[config.mk]
export PLATFORM = sky130hd
export DESIGN_NAME = irn_map
export DESIGN_NICKNAME = d
export VERILOG_FILES = /design/src/rtl/irn_pkg.sv /design/src/rtl/irn_map.sv
export SDC_FILE = /design/constraint.sdc
export NUM_CORES = 2
export LEC_CHECK = 0
export CAP_MARGIN = 30
export CORE_ASPECT_RATIO = 0.75
export CORE_MARGIN = 4
export CORE_UTILIZATION = 43
export CTS_CLUSTER_SIZE = 28
export DETAILED_ROUTE_END_ITERATION = 10
export DONT_BUFFER_PORTS = 1
export MAX_ROUTING_LAYER = met4
export RECOVER_POWER = 50
export SETUP_SLACK_MARGIN = 0.15
export SYNTH_ARGS = -nofsm -noshare
export SYNTH_HDL_FRONTEND = slang
export SYNTH_SLANG_ARGS = --single-unit
[constraint.sdc]
create_clock -name clk -period 7.9 [get_ports clk]
set_input_delay 0.395 -clock clk [delete_from_list [all_inputs] [get_ports clk]]
set_output_delay 0.395 -clock clk [all_outputs]
set_load 0.01 [all_outputs]
[src/rtl/irn_pkg.sv]
`timescale 1ns / 1ps
`default_nettype none

package irn_pkg;

	localparam int MAX_WIDTH      = 256;
	localparam int MAX_HEIGHT     = 256;
	localparam int TRIG_FRAC_BITS = 14;

	localparam int XW      = $clog2(MAX_WIDTH);
	localparam int YW      = $clog2(MAX_HEIGHT);
	localparam int AW      = XW + YW;
	localparam int PIX_W   = 24;
	localparam int DIM_W   = 9;
	localparam int TRIG_W  = 16;
	localparam int SIZE_W  = 10;
	localparam int OFS_W   = 11;
	localparam int NUM_REGS = 4;
	localparam int PADDR_W = $clog2(4 * NUM_REGS);
	localparam int PDATA_W = 32;

	localparam int GW     = 27;
	localparam int RQW    = GW - TRIG_FRAC_BITS;
	localparam int MAP_GW = 12;
	localparam int MAP_PW = MAP_GW + TRIG_W;
	localparam int MAP_SW = MAP_PW + 1;
	localparam int MAP_QW = MAP_SW - TRIG_FRAC_BITS;

	localparam int TRIG_ONE = 1 << TRIG_FRAC_BITS;

	localparam logic signed [TRIG_W-1:0] TRIG_POS = TRIG_W'(TRIG_ONE);
	localparam logic signed [TRIG_W-1:0] TRIG_NEG = -TRIG_POS;
	localparam logic signed [GW-1:0] G_HALF = GW'(TRIG_ONE / 2);
	localparam logic [TRIG_FRAC_BITS-1:0] FRAC_HALF = TRIG_FRAC_BITS'(TRIG_ONE / 2);
	localparam logic signed [RQW-1:0] SIZE_MAX = RQW'((1 << SIZE_W) - 1);
	localparam logic signed [RQW-1:0] SIZE_MIN = RQW'(1);

	localparam logic [DIM_W-1:0] SRC_WIDTH_RST  = DIM_W'(256);
	localparam logic [DIM_W-1:0] SRC_HEIGHT_RST = DIM_W'(256);
	localparam logic signed [TRIG_W-1:0] COS_RST = TRIG_POS;
	localparam logic signed [TRIG_W-1:0] SIN_RST = '0;

	typedef enum logic [1:0] {
		REG_SRC_WIDTH  = 2'd0,
		REG_SRC_HEIGHT = 2'd1,
		REG_COS        = 2'd2,
		REG_SIN        = 2'd3
	} reg_idx_t;

	typedef struct packed {
		logic [SIZE_W-1:0]       rw;
		logic [SIZE_W-1:0]       rh;
		logic signed [OFS_W-1:0] ox;
		logic signed [OFS_W-1:0] oy;
	} geom_t;

	typedef struct packed {
		logic mul;
		logic addr;
	} map_ctl_t;

	typedef struct packed {
		logic          in_src;
		logic [AW-1:0] addr;
	} map_res_t;

	function automatic logic [DIM_W-1:0] eff_dim(input logic [DIM_W-1:0] v, input int lim);
		logic [DIM_W-1:0] r;
		r = v;
		if (v == '0) r = DIM_W'(1);
		else if (int'(v) > lim) r = DIM_W'(lim);
		return r;
	endfunction

	function automatic logic signed [TRIG_W-1:0] trig_clamp(input logic signed [TRIG_W-1:0] v);
		logic signed [TRIG_W-1:0] r;
		r = v;
		if (v > TRIG_POS) r = TRIG_POS;
		else if (v < TRIG_NEG) r = TRIG_NEG;
		return r;
	endfunction

	function automatic logic signed [RQW-1:0] round_plus_half(input logic signed [GW-1:0] v);
		logic signed [GW-1:0] t;
		logic signed [GW-1:0] q;
		logic [TRIG_FRAC_BITS-1:0] fr;
		t  = v + G_HALF;
		q  = t >>> TRIG_FRAC_BITS;
		fr = t[TRIG_FRAC_BITS-1:0];
		if (fr > FRAC_HALF) q = q + GW'(1);
		else if (fr == FRAC_HALF) q = q + $signed({{(GW-1){1'b0}}, q[0]});
		return q[RQW-1:0];
	endfunction

	function automatic logic [SIZE_W-1:0] size_of(input logic signed [RQW-1:0] q);
		logic signed [RQW-1:0] n;
		n = q + SIZE_MIN;
		if (n > SIZE_MAX) n = SIZE_MAX;
		else if (n < SIZE_MIN) n = SIZE_MIN;
		return n[SIZE_W-1:0];
	endfunction

endpackage

`default_nettype wire

[src/rtl/irn_map.sv]
`timescale 1ns / 1ps
`default_nettype none

module irn_map import irn_pkg::*; (
	input  wire logic                     clk,
	input  wire map_ctl_t                 ctl,
	input  wire logic signed [MAP_GW-1:0] gx,
	input  wire logic signed [MAP_GW-1:0] gy,
	input  wire logic signed [TRIG_W-1:0] c,
	input  wire logic signed [TRIG_W-1:0] s,
	input  wire logic [DIM_W-1:0]         w,
	input  wire logic [DIM_W-1:0]         h,
	output map_res_t                      res
);

	logic signed [MAP_PW-1:0] pxc_s2, pys_s2, pxs_s2, pyc_s2;
	logic signed [MAP_SW-1:0] sum_x, sum_y;
	logic signed [MAP_QW-1:0] sx, sy;

	function automatic logic signed [MAP_QW-1:0] trunc_q(input logic signed [MAP_SW-1:0] v);
		logic signed [MAP_SW-1:0] q;
		q = v >>> TRIG_FRAC_BITS;
		if (v[MAP_SW-1] && v[TRIG_FRAC_BITS-1:0] != '0) q = q + MAP_SW'(1);
		return q[MAP_QW-1:0];
	endfunction

	assign sum_x = MAP_SW'(pxc_s2) - MAP_SW'(pys_s2);
	assign sum_y = MAP_SW'(pxs_s2) + MAP_SW'(pyc_s2);
	assign sx = trunc_q(sum_x);
	assign sy = trunc_q(sum_y);

	always_ff @(posedge clk) begin
		if (ctl.mul) begin
			pxc_s2 <= MAP_PW'(gx) * MAP_PW'(c);
			pys_s2 <= MAP_PW'(gy) * MAP_PW'(s);
			pxs_s2 <= MAP_PW'(gx) * MAP_PW'(s);
			pyc_s2 <= MAP_PW'(gy) * MAP_PW'(c);
		end
		if (ctl.addr) begin
			res.in_src <= !sx[MAP_QW-1] && !sy[MAP_QW-1]
				&& (sx < $signed({{(MAP_QW-DIM_W){1'b0}}, w}))
				&& (sy < $signed({{(MAP_QW-DIM_W){1'b0}}, h}));
			res.addr <= {sy[YW-1:0], sx[XW-1:0]};
		end
	end

endmodule

`default_nettype wire

==> flow_summary.ini <==
[die]
rows = 91
start_util_pct = 43.4
coreArea_mm2 = 0.0824
die_y_um = 258
pin_count = 94
die_w_um = 341
fp.dieArea_mm2 = 0.0880

[timing]
post-route-period-util_pct = 75.9
fmax_ghz = 0.167
hold_violations = 0
slew_violations = 0
clock_skew_ps = 15.5
fin_setup_tns_ps = 0
tightest_slew_ps = 933
fin_crit_ps = 6000
setup_viol = 0
rsz0062_at_grt = false
relSlewSlack_pct = 36.2

[clock_network]
clkLatencyLatePin_ps = 480
tritoncts = done
cts_sinks = 129
path_clk_slew_ps = 70
cts_made_buffers = 17
cts-hold-fix-buffers = 2
cts.htree.levels = 4
cts_root_buf = clkbuf_16
cts_buffer_depth = 2
ctsResizeCount = 0
post-cts-setup-buffers = 0

[setup_path]
cp_max_fo = 10
rr_worst_depth = 24
r2r_setup_slack_ps = 1900
path_cells = inv_1, ha_1, a21oi_1, a21boi_1, o311a_1, a221o_1, xor2_1, a2111oi_2, a41oi_1, o31a_2, nand2_1, nor2_1, xor2_1, ha_1, a21o_1, a21o_1, a21oi_1, nor2b_1, o21ai_0, and3_1, nand3_1, nor3_1, o22ai_1, nor4_2
slowest_stage = a41oi_1
cpPeakStageDelay_ps = 680
worstSetupStartpointType = register
crit_path_start = pys_s2[8]$_DFFE_PP_
crit_arrival_ps = 6300
crit_path_end_kind = register
worstSetupPathType = reg -> reg
r2r-start = pys_s2[8]$_DFFE_PP_
critPathRequiredTime_ps = 8200
r2r-end = res[16]$_DFFE_PP_
worstSetupEndpoint = res[16]$_DFFE_PP_

[global_routing]
grt_usage_pct = 22.1
grt_pass1_vias = 27000
antenna_found_initial = 10
overflow = 0
grt_pass1_wl_mm = 148
grt_max_degree = 109

[synth]
synth_area_leaders = fa_1, ha_1, edfxtp_1
yosys_warnings = 0
synth_edf_count = 129
synth_seq_area_share_pct = 10.8
synth_cells = 3985
synth_top_area_share_pct = 39.9
synth_area_mm2 = 0.0358
yosys_register_bits = 129
syn_area_per_cell_um2 = 8.99
syn_nets = 5086
synth_top_area_cell = fa_1
synth_cell_types = 80
ys.flop_type = edfxtp_1
synthArstFlopShare_pct = 0

[place]
place_congestion = 0.888
port_buffers = 0
dpl.hpwl_mm = 72.4

[final_layout]
area_growth_pct = 4.02
layout_common_cells = inv_1, fa_1, nand2_1
drive_gt1_share_pct = 1.63
final_common_cell = inv_1
final_nets = 4962

[drt]
drc = 0
drtAntennaViolNets = 0
via_per_inst = 5.09
first_pass_iters = 6
wl_per_cell_um = 18.2
vias = 25400
drtIter0Drc = 1421
wl_mm = 90.7

[outcome]
status = complete, no violations

[hold_path]
min_path_type = in -> reg
hold_start = ctl[1]

[run]
drv_cap = 0
==> worst max-delay path: cells and delay by family, from the launching register on <==
family	cells	cell delay, ps
AOI/OAI and AO/OA	12	3170
and+or+nand+nor	7	1000
adders and majority gates	2	650
xor gates and xnor gates	2	540
DFF	1	360
buffers and inverters	1	90
==> metrics by stage <==
step	instances	setup WS (ps)	hold WS, ps	cell area (µm²)	utilization (%)
final	4992	1900	53.5	37300	45.2
after floorplan	3985	2140	507	35800	-
after CTS	4990	1840	1.85	37200	45.2
after detailed placement	4956	1780	510	36700	44.5
after global routing	4991	1470	10.9	37300	45.2
after global placement	4954	1560	510	36600	44.5
==> per-layer routing <==
layer / wire length, µm / global-route usage (%)
met5: 0 / -
met4: 2010 / 5.61
met3: 6730 / 5.05
met2: 39700 / 33.7
met1: 42300 / 30.1
==> synth_stat cells (11+ instances only) <==
master and number:
a211oi_1 14, edfxtp_1 129, or3_1 16, nand2_1 566
xnor2_1 114, a21oi_1 107, o21ai_0 66, ha_1 310
o31ai_1 11, a31oi_1 12, nor2b_1 19, nor2_1 140
nor3_1 42, nand4_1 15, nand2b_1 25, inv_1 968
and2_1 235, a21o_1 50, xor2_1 43, and3_1 16
clkbuf_1 142, nand3_1 38, a21boi_0 13, o21a_1 19
o211ai_1 11, fa_1 714
==> layout make-up <==
class                   instances  area [µm²]
fillers                      8120       45200
multi-input cells            2739       27700
flip-flops and latches        129        3870
inverters                     968        3630
well taps                    1116        1400
clock buffers                  19         433
clock inverters                13         115
repair buffers                  6        66.3
diodes                          2        5.00
==> registers in the layout, indices dropped and copies added, names as in the netlist <==
register / flops
pxs_s2: 28
pys_s2: 28
pyc_s2: 28
pxc_s2: 28
res: 17
==> how the worst min path moves through the flow <==
stage	cells after the start	endpoint	slack, ps
4_1_cts	0	pxc_s2[4]$_DFFE_PP_	2
3_5_place_dp	0	res[9]$_DFFE_PP_	510
5_1_grt	0	pxc_s2[4]$_DFFE_PP_	10
6_report	0	pxc_s2[4]$_DFFE_PP_	50
2_1_floorplan	0	pxc_s2[0]$_DFFE_PP_	510
3_3_place_gp	0	res[10]$_DFFE_PP_	510
==> kinds of logic after synthesis <==
kind of cell | Yosys count | synth area share, %
XOR/XNOR | 158 | 3.88
AO/OA/AOI/OAI | 387 | 7.24
AND/OR/NAND/NOR | 1162 | 15.3
flip-flops | 129 | 10.8
buffers and inverters | 1117 | 11.8
multiplexers | 8 | 0.252
adder cells (fa/ha/maj) | 1024 | 50.7
Power is not shown: default switching activity piles up to over one toggle a cycle in this logic, so the estimate is an artifact.
