### src/rtl/irn_pkg.sv
`timescale 1ns / 1ps
`default_nettype none

package irn_pkg;

	localparam int MAX_WIDTH      = 256;
	localparam int MAX_HEIGHT     = 256;
	localparam int TRIG_FRAC_BITS = 14;

	localparam int XW      = $clog2(MAX_WIDTH);
	localparam int YW      = $clog2(MAX_HEIGHT);
	localparam int AW      = XW + YW;
	localparam int PIX_W   = 24;
	localparam int DIM_W   = 9;
	localparam int TRIG_W  = 16;
	localparam int SIZE_W  = 10;
	localparam int OFS_W   = 11;
	localparam int NUM_REGS = 4;
	localparam int PADDR_W = $clog2(4 * NUM_REGS);
	localparam int PDATA_W = 32;

	localparam int GW     = 27;
	localparam int RQW    = GW - TRIG_FRAC_BITS;
	localparam int MAP_GW = 12;
	localparam int MAP_PW = MAP_GW + TRIG_W;
	localparam int MAP_SW = MAP_PW + 1;
	localparam int MAP_QW = MAP_SW - TRIG_FRAC_BITS;

	localparam int TRIG_ONE = 1 << TRIG_FRAC_BITS;

	localparam logic signed [TRIG_W-1:0] TRIG_POS = TRIG_W'(TRIG_ONE);
	localparam logic signed [TRIG_W-1:0] TRIG_NEG = -TRIG_POS;
	localparam logic signed [GW-1:0] G_HALF = GW'(TRIG_ONE / 2);
	localparam logic [TRIG_FRAC_BITS-1:0] FRAC_HALF = TRIG_FRAC_BITS'(TRIG_ONE / 2);
	localparam logic signed [RQW-1:0] SIZE_MAX = RQW'((1 << SIZE_W) - 1);
	localparam logic signed [RQW-1:0] SIZE_MIN = RQW'(1);

	localparam logic [DIM_W-1:0] SRC_WIDTH_RST  = DIM_W'(256);
	localparam logic [DIM_W-1:0] SRC_HEIGHT_RST = DIM_W'(256);
	localparam logic signed [TRIG_W-1:0] COS_RST = TRIG_POS;
	localparam logic signed [TRIG_W-1:0] SIN_RST = '0;

	typedef enum logic [1:0] {
		REG_SRC_WIDTH  = 2'd0,
		REG_SRC_HEIGHT = 2'd1,
		REG_COS        = 2'd2,
		REG_SIN        = 2'd3
	} reg_idx_t;

	typedef struct packed {
		logic [SIZE_W-1:0]       rw;
		logic [SIZE_W-1:0]       rh;
		logic signed [OFS_W-1:0] ox;
		logic signed [OFS_W-1:0] oy;
	} geom_t;

	typedef struct packed {
		logic mul;
		logic addr;
	} map_ctl_t;

	typedef struct packed {
		logic          in_src;
		logic [AW-1:0] addr;
	} map_res_t;

	function automatic logic [DIM_W-1:0] eff_dim(input logic [DIM_W-1:0] v, input int lim);
		logic [DIM_W-1:0] r;
		r = v;
		if (v == '0) r = DIM_W'(1);
		else if (int'(v) > lim) r = DIM_W'(lim);
		return r;
	endfunction

	function automatic logic signed [TRIG_W-1:0] trig_clamp(input logic signed [TRIG_W-1:0] v);
		logic signed [TRIG_W-1:0] r;
		r = v;
		if (v > TRIG_POS) r = TRIG_POS;
		else if (v < TRIG_NEG) r = TRIG_NEG;
		return r;
	endfunction

	function automatic logic signed [RQW-1:0] round_plus_half(input logic signed [GW-1:0] v);
		logic signed [GW-1:0] t;
		logic signed [GW-1:0] q;
		logic [TRIG_FRAC_BITS-1:0] fr;
		t  = v + G_HALF;
		q  = t >>> TRIG_FRAC_BITS;
		fr = t[TRIG_FRAC_BITS-1:0];
		if (fr > FRAC_HALF) q = q + GW'(1);
		else if (fr == FRAC_HALF) q = q + $signed({{(GW-1){1'b0}}, q[0]});
		return q[RQW-1:0];
	endfunction

	function automatic logic [SIZE_W-1:0] size_of(input logic signed [RQW-1:0] q);
		logic signed [RQW-1:0] n;
		n = q + SIZE_MIN;
		if (n > SIZE_MAX) n = SIZE_MAX;
		else if (n < SIZE_MIN) n = SIZE_MIN;
		return n[SIZE_W-1:0];
	endfunction

endpackage

`default_nettype wire

### src/rtl/irn_geom.sv
`timescale 1ns / 1ps
`default_nettype none

module irn_geom import irn_pkg::*; (
	input  wire logic                     clk,
	input  wire logic                     arst_n,
	input  wire logic                     start,
	input  wire logic [DIM_W-1:0]         w,
	input  wire logic [DIM_W-1:0]         h,
	input  wire logic signed [TRIG_W-1:0] c,
	input  wire logic signed [TRIG_W-1:0] s,
	output logic                          done,
	output geom_t                         geom
);

	typedef enum logic [3:0] {
		G_IDLE = 4'b0001,
		G_MUL  = 4'b0010,
		G_EXT  = 4'b0100,
		G_RND  = 4'b1000
	} gstate_t;

	gstate_t gstate_q;
	logic [1:0] step_q;
	logic signed [GW-1:0] prod_q [4];
	logic signed [GW-1:0] mnx_q, mxx_q, mny_q, mxy_q;

	logic [DIM_W-1:0] mul_a;
	logic signed [TRIG_W-1:0] mul_b;
	logic signed [GW-1:0] prod;
	logic signed [GW-1:0] x1, y1, y2;
	logic signed [RQW-1:0] q_w, q_h, q_ox, q_oy;

	function automatic logic signed [GW-1:0] min_z(input logic signed [GW-1:0] a,
			input logic signed [GW-1:0] b, input logic signed [GW-1:0] d);
		logic signed [GW-1:0] m;
		m = '0;
		if (a < m) m = a;
		if (b < m) m = b;
		if (d < m) m = d;
		return m;
	endfunction

	function automatic logic signed [GW-1:0] max_z(input logic signed [GW-1:0] a,
			input logic signed [GW-1:0] b, input logic signed [GW-1:0] d);
		logic signed [GW-1:0] m;
		m = '0;
		if (a > m) m = a;
		if (b > m) m = b;
		if (d > m) m = d;
		return m;
	endfunction

	// Product order: h*s, h*c, w*c, w*s.
	assign mul_a = step_q[1] ? w : h;
	assign mul_b = (step_q == 2'd0 || step_q == 2'd3) ? s : c;
	assign prod  = GW'($signed({1'b0, mul_a})) * GW'(mul_b);

	assign x1 = prod_q[2] + prod_q[0];
	assign y1 = prod_q[1] - prod_q[3];
	assign y2 = -prod_q[3];

	assign q_w  = round_plus_half(mxx_q - mnx_q);
	assign q_h  = round_plus_half(mxy_q - mny_q);
	assign q_ox = round_plus_half(mnx_q);
	assign q_oy = round_plus_half(mny_q);

	assign done = (gstate_q == G_RND);

	always_ff @(posedge clk or negedge arst_n) begin
		if (!arst_n) begin
			gstate_q <= G_IDLE;
			step_q   <= '0;
		end else begin
			unique case (gstate_q)
				G_IDLE: begin
					step_q <= '0;
					if (start) gstate_q <= G_MUL;
				end
				G_MUL: begin
					step_q <= step_q + 2'd1;
					if (step_q == 2'd3) gstate_q <= G_EXT;
				end
				G_EXT: gstate_q <= G_RND;
				G_RND: gstate_q <= G_IDLE;
				default: gstate_q <= G_IDLE;
			endcase
		end
	end

	always_ff @(posedge clk) begin
		if (gstate_q == G_MUL) begin
			prod_q[step_q] <= prod;
		end
		if (gstate_q == G_EXT) begin
			mnx_q <= min_z(prod_q[0], x1, prod_q[2]);
			mxx_q <= max_z(prod_q[0], x1, prod_q[2]);
			mny_q <= min_z(prod_q[1], y1, y2);
			mxy_q <= max_z(prod_q[1], y1, y2);
		end
	end

	always_ff @(posedge clk or negedge arst_n) begin
		if (!arst_n) begin
			geom <= '0;
		end else if (gstate_q == G_RND) begin
			geom.rw <= size_of(q_w);
			geom.rh <= size_of(q_h);
			geom.ox <= q_ox[OFS_W-1:0];
			geom.oy <= q_oy[OFS_W-1:0];
		end
	end

endmodule

`default_nettype wire

### config.mk
export PLATFORM = sky130hd
export DESIGN_NAME = irn_geom
export DESIGN_NICKNAME = d
export VERILOG_FILES = /design/src/rtl/irn_pkg.sv /design/src/rtl/irn_geom.sv
export SDC_FILE = /design/constraint.sdc
export NUM_CORES = 1
export LEC_CHECK = 0
export BUFFER_PORTS_ARGS = -buffer_cell sky130_fd_sc_hd__buf_2
export CAP_MARGIN = 10
export CORE_UTILIZATION = 40
export DETAILED_ROUTE_END_ITERATION = 8
export GPL_TIMING_DRIVEN = 0
export PLACE_DENSITY = 0.64
export SLEW_MARGIN = 20
export SYNTH_ARGS = -nofsm -noshare
export SYNTH_HDL_FRONTEND = slang
export SYNTH_SLANG_ARGS = --single-unit
### constraint.sdc
create_clock -name clk -period 22.8 [get_ports clk]
set_input_delay 2.28 -clock clk [delete_from_list [all_inputs] [get_ports clk]]
set_output_delay 2.28 -clock clk [all_outputs]
set_load 0.01 [all_outputs]
==> results.json, run 1 <==
{
  "regArea_mm2": 0.00757,
  "insertedDiodeCount": 0,
  "critPathKind": "reg -> reg",
  "max_freq_mhz": 88.5,
  "hold_viol_final": 0,
  "pre_cts_ws_ns": 11.75,
  "post_drt_wl_per_cell_um": 17.5,
  "die_h_um": 282,
  "clock_sinks": 260,
  "viasPerCell": 5.40,
  "max-cap-violations": 0,
  "drc": 0,
  "postRouteAntennaNets": 0,
  "multiInputGateArea_mm2": 0.0219,
  "drv_slew": 0,
  "drt_iter0_drc": 1465,
  "cp.required_ns": 23.08,
  "post-route-min-period_ns": 11.29,
  "port-buffer-count": 95,
  "ys.flop_type": "edfxtp_1",
  "dieArea_mm2": 0.0794,
  "clock_skew_ns": 0.0230,
  "htree_levels": 1,
  "fin_crit_sh_pct": 49.5,
  "timing.rr.start": "prod_q[2][0]",
  "yosysTopAreaCellShare_pct": 20.3,
  "rsz0062_at_grt": "false",
  "first_global_vias": 24100,
  "ctsHoldBuffers": 0,
  "worst_pin_slew_ns": 1.19,
  "syn_area_mm2": 0.0313,
  "nFillCells": 7605,
  "antenna_found_initial": 0,
  "crit_fanout": 10,
  "tns_ns": 0,
  "final_core_util_pct": 44.0,
  "flow.area_growth_from_synthesis_pct": 8.81,
  "synth-seq-cells": 260,
  "num_io_pins": 96,
  "core_mm2": 0.0775,
  "syn-instance-count": 3460,
  "vias": 25200,
  "final.setup.worst_slack_ns": 11.51,
  "postCtsSetupBuffers": 0,
  "setup_violations": 0,
  "clock_path_buffers": 3,
  "grt_max_degree": 49,
  "die_w_um": 282,
  "clkSlewWorstSetupHoldPaths_ns": 0.08,
  "crit_slowest_cell": "o21ai_1",
  "synth-edff-count": 212,
  "worstSetupEndpointType": "flop",
  "instances_no_fill": 4665,
  "drive_above_1_share_pct": 8.52,
  "yosys_warnings": 0,
  "critPathTopFamily": "compound AO/OA/AOI/OAI gates",
  "start_kind": "flop",
  "hp-start": "geom[27]",
  "slew_headroom_pct": 20.4,
  "postCtsResizedCells": 0,
  "hp-class": "reg -> reg",
  "startpoint": "prod_q[2][0]",
  "cts_buffers": 27,
  "cts_root_buf": "clkbuf_16",
  "status": "completed",
  "grt_usage_pct": 20.4,
  "totalWireLength_um": 81700,
  "grt_overflow": 0,
  "final_net_count": 4210,
  "cp_data_arrival_time_ns": 11.57,
  "synth_area_leaders": "edfxtp_1 (20%), ha_1 (17%), fa_1 (8.1%)",
  "initial_core_util_pct": 40.4,
  "cp_common_cell": "o21a_1",
  "synth_cell_types": 108,
  "yosysTopAreaCell": "edfxtp_1",
  "dp_cells": 4616,
  "avgSynthCellArea_um2": 9.04,
  "hpwl_um": 69500,
  "cts_tree": "done",
  "slowest_delay_ns": 0.76,
  "synth-async-reset-ratio_pct": 18.5,
  "grt_pass1_wl_um": 129000,
  "clock_latency_ns": 0.58,
  "rows": 102,
  "path_buf_inv": 4,
  "drt_pass1_iterations": 6,
  "ys_seq_area_share_pct": 24.2,
  "place.gp.congestion": 0.964
}
synthesized netlist by cell type (all sizes together) (12+ instances only):
cell type  count
and3          33
o211ai        26
and2          30
buf           17
clkbuf        61
nand2b        43
a21o         102
nor2         291
and4          12
xnor2        144
a21oi        182
a31oi         23
nand2        248
o21ai        162
ha           426
or3           17
a211o         13
dfrtp         47
o21bai        26
a221oi        14
a22oi         14
nand4         59
o2111ai       12
fa           126
inv          401
nor2b         51
mux2          82
edfxtp       212
mux2i        123
a211oi        21
nor3          67
nor4          42
o21a          51
xor2          45
or2           23
nand3         49
area by class of cell:
cell class                 count  area share [%]
buffer                        78           0.897
clock buffer                  31            2.03
clock inverter                18           0.456
inverter                     402            4.43
multi-input combinational   2723            64.4
sequential                   260            22.2
tap                         1040            3.82
timing repair buffer         113            1.72
final timing paths:
check / endpoint / slack [ns] / cells past startpoint
setup / recovery: mxx_q[12] / 11.51 / 42
hold / removal: geom[27] / 0.47 / 2
setup reg to reg: mxx_q[12] / 11.51 / 42
hold reg to reg: geom[27] / 0.47 / 2
max in group asynchronous: gstate_q[3] / 20.61 / 1
min in group asynchronous: geom[35] / 1.73 / 1
layer usage:
metal	routed length (µm)	share of wire (%)	global-route usage (%)
met5	0	0	0
met4	2290	2.8	5.70
met3	3390	4.2	1.33
met2	36200	44	33.3
met1	39800	49	29.1
registers in the layout (all words and copies together), names as in the netlist:
register and cells:
mnx_q 27, mxy_q 27, step_q 2, mny_q 27, prod_q 104, gstate_q 4
mxx_q 27, geom 42
layout by cell type, fill, tap and decap left out, types with 13 or more instances in the layout:
master     count
a211oi_1      19
a21o_1       102
a21oi_1      178
a221oi_1      13
a22oi_1       14
a31oi_1       23
and2_1        30
and3_1        29
buf_2        114
clkbuf_1      65
clkbuf_16     27
dfrtp_1       47
edfxtp_1     212
fa_1         126
ha_1         426
inv_1        401
mux2_2        82
mux2i_1      123
nand2_1      247
nand2b_1      43
nand3_1       49
nand4_1       58
nor2_1       288
nor2b_1       51
nor3_1        65
nor4_1        41
o211ai_1      24
o21a_1        51
o21ai_0      151
o21bai_1      26
or2_2         21
or3_1         17
xnor2_1      144
xor2_1        44
metrics by stage:
step,cell area (µm²),hold WS [ns]
4_1_cts,34000,0.472
5_1_grt,34100,0.496
3_5_place_dp,33200,0.453
2_1_floorplan,31300,0.507
6_report,34100,0.466
3_3_place_gp,33100,0.444
tightest hold or removal path: stages, from the launching register on:
cell and delay (ns):
dfrtp_1 0.34, nand2_1 0.05, nand2_1 0.05
kinds of logic after synthesis:
kind of cell	count (synthesis)	share of synthesized area [%]
AOI/OAI and AO/OA	766	16.6
xor gates and xnor gates	194	5.67
adders and majority gates	553	25.1
buffers and inverters	480	5.80
DFF	260	24.2
muxes	205	6.88
other	1	0.0120
and+or+nand+nor	1001	15.7
Power of run 1 is left out: the tool's default activity adds up to more than one toggle a clock period on the data nets, which glitch-free logic cannot reach.
==> run 2: changes to the inputs <==
==> constraint.sdc (replaced) <==
create_clock -name clk -period 10.95 [get_ports clk]
set_input_delay 1.095 -clock clk [delete_from_list [all_inputs] [get_ports clk]]
set_output_delay 1.095 -clock clk [all_outputs]
set_load 0.01 [all_outputs]
==> results.json, run 2 (synthesis gave the netlist of run 1 again) <==
{
  "crit_fanout": 10,
  "htree_levels": 1,
  "cts_tree": "done",
  "reg_top3": "prod_q x104, geom x42",
  "cp.required_ns": 11.26,
  "drv_slew": 0,
  "critPathKind": "reg -> reg",
  "clock_latency_ns": 0.58,
  "slowest_delay_ns": 0.61,
  "tns_ns": 0,
  "regArea_mm2": 0.00757,
  "drive_above_1_share_pct": 8.54,
  "clock_skew_ns": 0.0268,
  "cts_buffers": 27,
  "max-cap-violations": 0,
  "antenna_found_initial": 0,
  "initial_core_util_pct": 40.4,
  "hpwl_um": 69200,
  "num_io_pins": 96,
  "cts_root_buf": "clkbuf_16",
  "rows": 102,
  "port-buffer-count": 95,
  "whs_path_depth": 2,
  "hp-class": "reg -> reg",
  "grt_overflow": 0,
  "worstSetupEndpointType": "flop",
  "post_drt_wl_per_cell_um": 17.5,
  "crit_slowest_cell": "a21oi_2",
  "final_common_cell": "ha_1",
  "path_buf_inv": 4,
  "r2r_cells": 38,
  "clock_sinks": 260,
  "clkSlewWorstSetupHoldPaths_ns": 0.08,
  "grt_max_degree": 49,
  "rsz0062_at_grt": "false",
  "die_w_um": 282,
  "die_h_um": 282,
  "slew_headroom_pct": 22.1,
  "setup_violations": 0,
  "critPathTopFamily": "compound AO/OA/AOI/OAI gates",
  "start_kind": "flop",
  "first_global_vias": 24300,
  "hold_viol_final": 0,
  "max_freq_mhz": 96.5,
  "drt_pass1_iterations": 6,
  "fin_crit_sh_pct": 94.6,
  "mostFrequentLayoutCells": "ha_1 (426), inv_1 (401), nor2_1 (288)",
  "grt_usage_pct": 20.3,
  "flow.area_growth_from_synthesis_pct": 9.07,
  "totalWireLength_um": 81500,
  "largest_register": "prod_q",
  "vias": 25200,
  "nFillCells": 7529,
  "worst_pin_slew_ns": 1.17,
  "grt_pass1_wl_um": 129000,
  "clock_path_buffers": 3,
  "multiInputGateArea_mm2": 0.0220,
  "final_net_count": 4205,
  "dieArea_mm2": 0.0794,
  "cp_data_arrival_time_ns": 10.67,
  "largest_reg_flops": 104,
  "cp_common_cell": "a21o_1",
  "status": "completed",
  "postRouteAntennaNets": 0,
  "post-route-min-period_ns": 10.36,
  "viasPerCell": 5.42,
  "cp.depth": 38,
  "place.gp.congestion": 0.956,
  "drc": 0,
  "core_mm2": 0.0775,
  "drt_iter0_drc": 1640
}
[run 2: cell types whose count changed in the layout (fill, tap and decap cells not counted), sizes merged]
cell,previous run,this run
clkbuf,92,90
diode,0,1
bufinv,1,3
buf,130,123
clkinv,15,14
inv,403,405
[run 2: metrics by stage]
step	worst slack [ns]	instance area (µm²)	std cells	hold slack, ns	utilization [%]
CTS	0.0209	34100	4656	0.469	44.0
global route	0.0530	34100	4659	0.495	44.1
floorplan	2.20	31300	3463	0.507	-
global placement	-0.165	33100	4598	0.446	42.7
finish	0.590	34100	4660	0.466	44.1
detailed placement	-0.183	33200	4608	0.455	42.9
[run 2: worst paths after layout]
path                         startpoint          end  slack, ns
min reg2reg                    geom[27]     geom[27]       0.47
min in group asynchronous        arst_n     geom[33]       0.56
min                            geom[27]     geom[27]       0.47
max in group asynchronous        arst_n  gstate_q[3]       9.94
max                        prod_q[2][0]    mnx_q[23]       0.59
max reg2reg                prod_q[2][0]    mnx_q[23]       0.59
[run 2: layout make-up]
cell class | count | share of cell area (%)
Timing Repair Buffer | 108 | 1.76
Buffer | 78 | 0.909
Multi-Input combinational cell | 2723 | 64.3
Antenna cell | 1 | 0.00733
Tap cell | 1040 | 3.81
Sequential cell | 260 | 22.2
Clock inverter | 21 | 0.590
Inverter | 402 | 4.42
Clock buffer | 27 | 1.98
[run 2: worst reg2reg max path, delay by kind of cell, from the launching register on]
kind,cells,cell delay (ns)
simple gates,7,1.16
compound gates,20,5.18
fa+ha+maj,4,1.20
flops,1,0.50
mux,2,0.78
xor+xnor,1,0.30
buf+inv,4,0.98
[run 2: layer usage]
layer	up-vias	wire (µm)	GRT usage, %
li1	12700	-	-
met1	11900	39700	28.8
met2	546	36200	33.2
met3	95	3370	1.41
met4	0	2230	5.94
met5	-	0	0
[run 2: repair_timing]
action                                  4_1_cts  5_1_grt
endpoints found under the hold margin         0        0
pin swaps                                     0        1
endpoints found under the setup margin       10       45
buffers inserted                              0        3
gates resized for setup                       1        9
hold buffers                                  0        0
Power of run 2 is left out for the same reason.
